[src/quadratic_real_roots_macros.svh]
// assertion macros shared by the quadratic root block
// no dependencies
`ifndef QUADRATIC_REAL_ROOTS_MACROS_SVH
`define QUADRATIC_REAL_ROOTS_MACROS_SVH
// implication checked in the same cycle
`define QRR_ASSERT_IMP(label, clk, rst_n, ante, cons) \
	label: assert property (@(posedge clk) disable iff (!rst_n) (ante) |-> (cons)) \
		else $error("qrr check failed");
// two expressions that must agree at every edge
`define QRR_ASSERT_EQ(label, clk, rst_n, lhs, rhs) \
	label: assert property (@(posedge clk) disable iff (!rst_n) (lhs) == (rhs)) \
		else $error("qrr mismatch");
`endif

[src/qrr_sqrt.sv]
// pipelined integer square root, one result bit per stage
// depends on nothing; used by quadratic_real_roots
module qrr_sqrt #(
	parameter int RW    = 33,
	parameter int TAG_W = 8
) (
	input  logic              clk,
	input  logic              arst_n,
	input  logic              in_valid,
	input  logic [2*RW-1:0]   radicand,
	input  logic [TAG_W-1:0]  in_tag,
	output logic              out_valid,
	output logic [RW-1:0]     root,
	output logic [TAG_W-1:0]  out_tag
);
	logic              valid_s [RW+1];
	logic [RW-1:0]     rem_s   [RW+1];
	logic [RW-1:0]     root_s  [RW+1];
	logic [2*RW-1:0]   rad_s   [RW+1];
	logic [TAG_W-1:0]  tag_s   [RW+1];

	assign valid_s[0] = in_valid;
	assign rem_s[0]   = '0;
	assign root_s[0]  = '0;
	assign rad_s[0]   = radicand;
	assign tag_s[0]   = in_tag;

	for (genvar i = 0; i < RW; i++) begin : g_stage
		logic [RW+1:0] cur, trial;
		logic          take;
		assign cur   = {rem_s[i], rad_s[i][2*RW-1 -: 2]};
		assign trial = {root_s[i], 2'b01};
		assign take  = cur >= trial;

		always_ff @(posedge clk or negedge arst_n) begin
			if (!arst_n) begin
				valid_s[i+1] <= 1'b0;
			end else begin
				valid_s[i+1] <= valid_s[i];
			end
		end

		// remainder stays below 2^RW until the last step
		always_ff @(posedge clk) begin
			rem_s[i+1]  <= take ? RW'(cur - trial) : RW'(cur);
			root_s[i+1] <= {root_s[i][RW-2:0], take};
			rad_s[i+1]  <= {rad_s[i][2*RW-3:0], 2'b00};
			tag_s[i+1]  <= tag_s[i];
		end
	end

	assign out_valid = valid_s[RW];
	assign root      = root_s[RW];
	assign out_tag   = tag_s[RW];
endmodule

[config.mk]
export PLATFORM = sky130hd
export DESIGN_NAME = qrr_sqrt
export DESIGN_NICKNAME = d
export VERILOG_FILES = /design/src/quadratic_real_roots_macros.svh /design/src/qrr_sqrt.sv
export SDC_FILE = /design/constraint.sdc
export NUM_CORES = 2
export LEC_CHECK = 0
export BUFFER_PORTS_ARGS = -buffer_cell sky130_fd_sc_hd__buf_2
export CAP_MARGIN = 5
export CORE_ASPECT_RATIO = 0.8
export CORE_MARGIN = 3
export CORE_UTILIZATION = 55
export DETAILED_ROUTE_END_ITERATION = 8
export PLACE_DENSITY = 0.77
export SYNTH_ARGS = -nofsm -noshare
export SYNTH_HDL_FRONTEND = slang
export SYNTH_SLANG_ARGS = --single-unit
export TNS_END_PERCENT = 20
[constraint.sdc]
create_clock -name clk -period 5.05 [get_ports clk]
set_clock_uncertainty 0.15 [all_clocks]
set_input_delay 1.01 -clock clk [delete_from_list [all_inputs] [get_ports clk]]
set_output_delay 1.01 -clock clk [all_outputs]
set_load 0.01 [all_outputs]
### Word-level counts from Yosys, hierarchy flattened

Cells that the tools add are included.

* register bits: 2940
* bits of input ports: 77
* output and inout port bits: 42
* word-level logic and storage cells: 261

* add/subtract/negate cells: 32
* magnitude comparators: 33
* muxes and demuxes: 32

Operators with widths (number)
* two-way mux 33 bit: 31
* greater-or-equal comparator 35 x 10 -> 1 bit: 1
* greater-or-equal comparator 35 x 11 -> 1 bit: 1
* greater-or-equal comparator 35 x 12 -> 1 bit: 1
* greater-or-equal comparator 35 x 13 -> 1 bit: 1
* greater-or-equal comparator 35 x 14 -> 1 bit: 1
* greater-or-equal comparator 35 x 15 -> 1 bit: 1
* greater-or-equal comparator 35 x 16 -> 1 bit: 1
* greater-or-equal comparator 35 x 17 -> 1 bit: 1
* greater-or-equal comparator 35 x 18 -> 1 bit: 1
* greater-or-equal comparator 35 x 19 -> 1 bit: 1
* greater-or-equal comparator 35 x 20 -> 1 bit: 1
* greater-or-equal comparator 35 x 21 -> 1 bit: 1
* greater-or-equal comparator 35 x 22 -> 1 bit: 1
* greater-or-equal comparator 35 x 23 -> 1 bit: 1
* greater-or-equal comparator 35 x 24 -> 1 bit: 1
* greater-or-equal comparator 35 x 25 -> 1 bit: 1
* greater-or-equal comparator 35 x 26 -> 1 bit: 1
* greater-or-equal comparator 35 x 27 -> 1 bit: 1
* greater-or-equal comparator 35 x 28 -> 1 bit: 1
* greater-or-equal comparator 35 x 29 -> 1 bit: 1
* greater-or-equal comparator 35 x 3 -> 1 bit: 1
* greater-or-equal comparator 35 x 30 -> 1 bit: 1
* greater-or-equal comparator 35 x 31 -> 1 bit: 1
* 43 further kinds: 43

### Longest topological paths before layout

* depth after elaboration: 2
* depth in mapped cells: 14
* mapped depth without buffers: 12

### Worst setup path before layout

Ideal clock, no wire load.

* path kind: register -> register
* from: register root_s (netlist bit g_stage[29].trial[3])
* to: register rem_s (netlist bit g_stage[30].cur[30])
* library setup time: 121 ps
* arrival: 3210 ps
* data required time: 4779 ps
* setup slack: 1569 ps
* cell stages (with the launch flop): 13
* path buffers: 1
* clock period less this slack: 3481 ps
* path through: dfxtp_1 > inv_1 > ha_1 > a21oi_1 > a211oi_1 > o21ai_0 > a21boi_0 > o311ai_0 > nand3b_1 > a31o_2 > a31oi_1 > clkbuf_1 > mux2_2

* longest elaborated chain between the ends: 2
* elaborated cells between the ends (all ways): 3
* classes of those cells: add/sub (1); order compare (1); mux (1)

Ends and longest elaborated chain
* start, declared: line qrr_sqrt.sv:18 `logic [RW-1:0] root_s [RW+1];`
* start signal, assigned by index: line qrr_sqrt.sv:46 `root_s[i+1] <= {root_s[i][RW-2:0], take};`
* subtractor 33 x 31 -> 33 bit or greater-or-equal comparator 35 x 31 -> 1 bit (tied branches): line qrr_sqrt.sv:45, qrr_sqrt.sv:33
* two-way mux 33 bit (*): line qrr_sqrt.sv:45 `rem_s[i+1] <= take ? RW'(cur - trial) : RW'(cur);`
* end signal, assigned by index: line qrr_sqrt.sv:45
* end, declared: line qrr_sqrt.sv:17 `logic [RW-1:0] rem_s [RW+1];`

Every way passes the cells marked *; elsewhere a longest branch is shown, timed or not.
A chain may end at the register's enable or synchronous reset.

### Worst setup path in the final report

* from: register root_s (netlist bit g_stage[31].trial[2])
* to: register rem_s (netlist bit g_stage[32].cur[15])

* longest elaborated chain between the ends: 2
* elaborated cells between the ends (all ways): 3
* classes of those cells: add/sub (1); order compare (1); mux (1)

Ends and longest elaborated chain (line)
* subtractor 33 bit or greater-or-equal comparator 35 x 33 -> 1 bit (tied branches): qrr_sqrt.sv:45, qrr_sqrt.sv:33
* two-way mux 33 bit (*): qrr_sqrt.sv:45

Marked as above.

==> out/results.txt <==
The run finished with clean final reports. The post-route clock period utilization was 0.807. The number of CTS-inserted buffers was 290. In this run the worst path has a maximum fanout of 34.

The worst-case IR drop observed on VDD is 0.444 mV. The count of yosys warnings during synthesis came out at 0. In this run the most critical hold path is launched from radicand[51]. The area added between synthesis and finish is 12.9%, and the share of the synthesized area in compound gates (AO/OA/AOI/OAI) is 0.117. Dividing the detail-routed via count by the number of cells gives 5.44. Global-route usage over all layers: 0.224. After synthesis, the largest family of logic cells by area is compound AO/OA/AOI/OAI gates. Kind of end point of the critical path: a flip-flop. Count of unique library cells instantiated by Yosys: 97. The relative max-transition margin came out at 0.184.

The first global-routing pass estimated 351000 µm of wire. The number of H-tree levels is 5. The analysis attributes to net switching a power of 16700 µW. For the pin with the worst max-slew slack, the measured transition is 1.22 ns. The area of the core was 185000 µm². The worst register-to-register path begins at g_stage[31].trial[2]$_DFF_P_. The cell count after synthesis came out at 9805.

The tools report the final estimated routing congestion in global placement as 0.970. The logs give 0 for the initial antenna violation count and 116000 µm² for the post-route standard cell area excluding fillers. The mux contribution to synthesized area was 0.0166.

For the post-synth design cell area, the log shows 103000 µm². Counting along the longest clock path gives a buffer depth of 4. Before antenna repair, the detailed router went through 6 iterations. The arrival time of the worst setup path is 4.68 ns. Setup repair after global routing left no endpoint under its margin.

In this run the static leakage power is 0.0548 µW. Endpoint of the most critical register-to-register path: g_stage[32].cur[15]$_DFF_P_. The adder-cell share of the synthesized area is 0.0724, and the number of top-level pins is 119.

The most used flip-flop cell after synthesis is dfxtp_1. Measured in cells, the most critical reg-to-reg path has a length of 13. The parity-gate share of the synthesized area counting xor and xnor cells came out at 0.0717.

The horizontal extent of the die works out to 490 µm. The simple-gate share of the synthesized area is 0.116, and the total negative slack is 0 ns. In this run the tool buffered the top-level ports with 118 buffer cells. The tools report the buffers inserted during post-CTS setup optimization as 0. The startpoint of the most critical setup path is g_stage[31].trial[2]$_DFF_P_. Counting every net in the synthesized netlist gives 10477. Maximum frequency from static timing analysis: 245 MHz. Entering global routing, the biggest net connects 51 pins. The number of antenna cells inserted is 0. The fraction of power consumed by combinational cells came out at 0.162. Once detailed placement completed, the half-perimeter wirelength came to 158000 µm. The setup slack of the most critical reg-to-reg path is 0.97 ns.

The run gives 0.482 as the sequential cell fraction of total power. For this run, design rule violations remaining after detail routing come to 0. In this run, the number of DRC markers left after iteration 0 of detailed routing was 5232. The clock network fraction of total power is 0.356. The clock-pin slew of the registers on the worst-case setup and hold paths came out at 0.06 ns. For the finished layout, the period the worst path requires is 4.08 ns. Leaving out fill and tap cells, the most frequent cell in the layout is dfxtp_1. The hold violation total from the final report was 0; the remaining antenna violation count after routing was 0.

Dividing total power by cell area gives a power density of 524 nW/µm². Summing over every cut layer, the via total after detailed routing is 69219. The via count of the first global-routing pass was 67637; the fraction of final layout cells with drive strength greater than 1 was 0.0800. The top cell types in the final layout, fill and taps aside, are dfxtp_1, inv_1, nand2_1. The fraction of power spent switching nets works out to 0.275.

At the later pin of the worst-skew pair, clock insertion delay measures 0.93 ns. The min-delay analysis places its worst path in the category input pin to flip-flop. The die covers 192000 µm². STA puts the critical path data required time at 5.65 ns.

The setup path with the least slack is of type flip-flop to flip-flop. The register bit count reported by yosys was 2922. The async set-reset flop share out of synthesis works out to 0.0113.

Clock tree synthesis selected as its root buffer the cell clkbuf_16. Counting flops with a built-in enable in the synthesized netlist gives 0. The logs give 0.555 for the effective utilization at floorplan and 0 for the final number of setup-violating endpoints. Fill cells in the final layout number 14382.

The sequential area share after synthesis is 0.570, and the average size of a mapped cell is 10.5 µm². Total overflow reported by the global router: 0. TritonCTS built the clock tree.

Across the run, the number of max-cap violations was 0. STA classifies the critical path startpoint as a flip-flop. Cell-internal power: 44100 µW. For the number of pins with negative max-slew slack in the final report, the log shows 0.

After the last flow step, the layout net total stands at 10751. The number of sinks driven by the clock tree is 2922. The run gives 219000 µm as the final wirelength. The tools report the endpoint of the most critical setup path as g_stage[32].cur[15]$_DFF_P_.

The mean routed wirelength per cell came out at 17.2 µm. The tools report the standard cell area after detailed placement as 106000 µm². The initialized floorplan defines 141 standard-cell rows. Final hold analysis gives a worst-case slack of 0.0603 ns. The height of the die works out to 393 µm.
[sequential cells by signal, summed over array words and instances, names as in the netlist]
| register | count |
|---|---|
| root | 33 |
| valid_s | 32 |
| out_valid | 1 |
| g_stage.trial | 528 |
| g_stage.cur | 1072 |
| tag_s | 256 |
| rad_s | 992 |
| out_tag | 8 |
[layer usage]
| layer | wire (µm) | global-route usage |
|---|---|---|
| met4 | 5670 | 0.0644 |
| met2 | 99200 | 0.363 |
| met3 | 13100 | 0.0367 |
| met5 | 0 | 0 |
| met1 | 101000 | 0.308 |
[synth_stat cells, types with 83 or more instances]
library cell,instances,share of area
a21o_1,269,0.020
a21oi_1,597,0.029
clkbuf_1,178,0.0065
dfxtp_1,2889,0.56
ha_1,595,0.072
inv_1,745,0.027
mux2_2,135,0.015
nand2_1,628,0.023
nand2b_1,101,0.0061
nand3_1,152,0.0074
nand4_1,110,0.0067
nor2_1,581,0.021
nor2b_1,83,0.0050
nor3_1,229,0.011
nor4_1,108,0.0066
o21a_1,104,0.0076
o21ai_0,478,0.023
or3_1,98,0.0060
xnor2_1,411,0.035
xor2_1,431,0.037
[layout make-up]
class / count / area (µm²) / area share
tap: 2431 / 3040 / 0.0262
timing repair buffer: 193 / 1280 / 0.0110
sequential: 2922 / 58700 / 0.505
clock inverter: 88 / 1160 / 0.0100
inverter: 748 / 2810 / 0.0242
clock buffer: 409 / 8550 / 0.0736
multi-input combinational: 5924 / 40600 / 0.350
[power by group through the flow]
stage	Sequential, µW	Combinational [µW]	Clock [µW]
after floorplan	28700	7700	0
after global placement	29700	9420	0
after detailed placement	29700	9640	0
after CTS	29300	9790	22200
after global routing	29700	11000	23100
final	29300	9880	21600
[stage by stage]
stage | setup WS (ns) | util | cells | total power [µW]
floorplan | 1.57 | - | 9805 | 36400
global placement | 1.10 | 0.573 | 12182 | 39100
detailed placement | 1.07 | 0.573 | 12182 | 39400
CTS | 1.04 | 0.627 | 12715 | 61300
global route | 0.760 | 0.627 | 12715 | 63800
finish | 0.973 | 0.627 | 12715 | 60800
[worst max-delay path, stage by stage (launching register included)]
cell,delay (ns)
dfxtp_1,0.35
inv_1,0.07
ha_1,0.34
o21ai_0,0.18
a2111oi_0,0.41
buf_4,0.20
a21bo_2,0.16
o21ai_0,0.23
o21ai_0,0.49
nand4_1,0.16
o2bb2ai_1,0.18
o211ai_1,0.18
buf_4,0.41
mux2_2,0.39
[timing repair]
action / CTS / global route
gates resized for setup: 0 / 0
endpoints found under the hold margin: 68 / 0
hold buffers: 36 / 0
[logic make-up (layout without fill, tap and decap cells)]
kind of cell / count (synthesis) / after routing
fa+ha+maj: 595 / 595
buf+inv: 959 / 1438
simple gates: 2402 / 2402
mux: 154 / 154
xor+xnor: 842 / 842
compound gates: 1930 / 1930
flops: 2922 / 2922
other cells: 1 / 1
[how the worst min path moves through the flow]
stage	endpoint	slack, ns	depth (start not counted)
2_1_floorplan	g_stage[10].cur[0]$_DFF_P_	0.16	0
3_3_place_gp	tag_s[197]$_DFF_P_	0.16	0
3_5_place_dp	tag_s[226]$_DFF_P_	0.16	0
4_1_cts	rad_s[2132]$_DFF_P_	0.001	1
5_1_grt	rad_s[2165]$_DFF_P_	0.006	1
6_report	rad_s[2165]$_DFF_P_	0.06	1
Power figures use the tool's default switching activity.
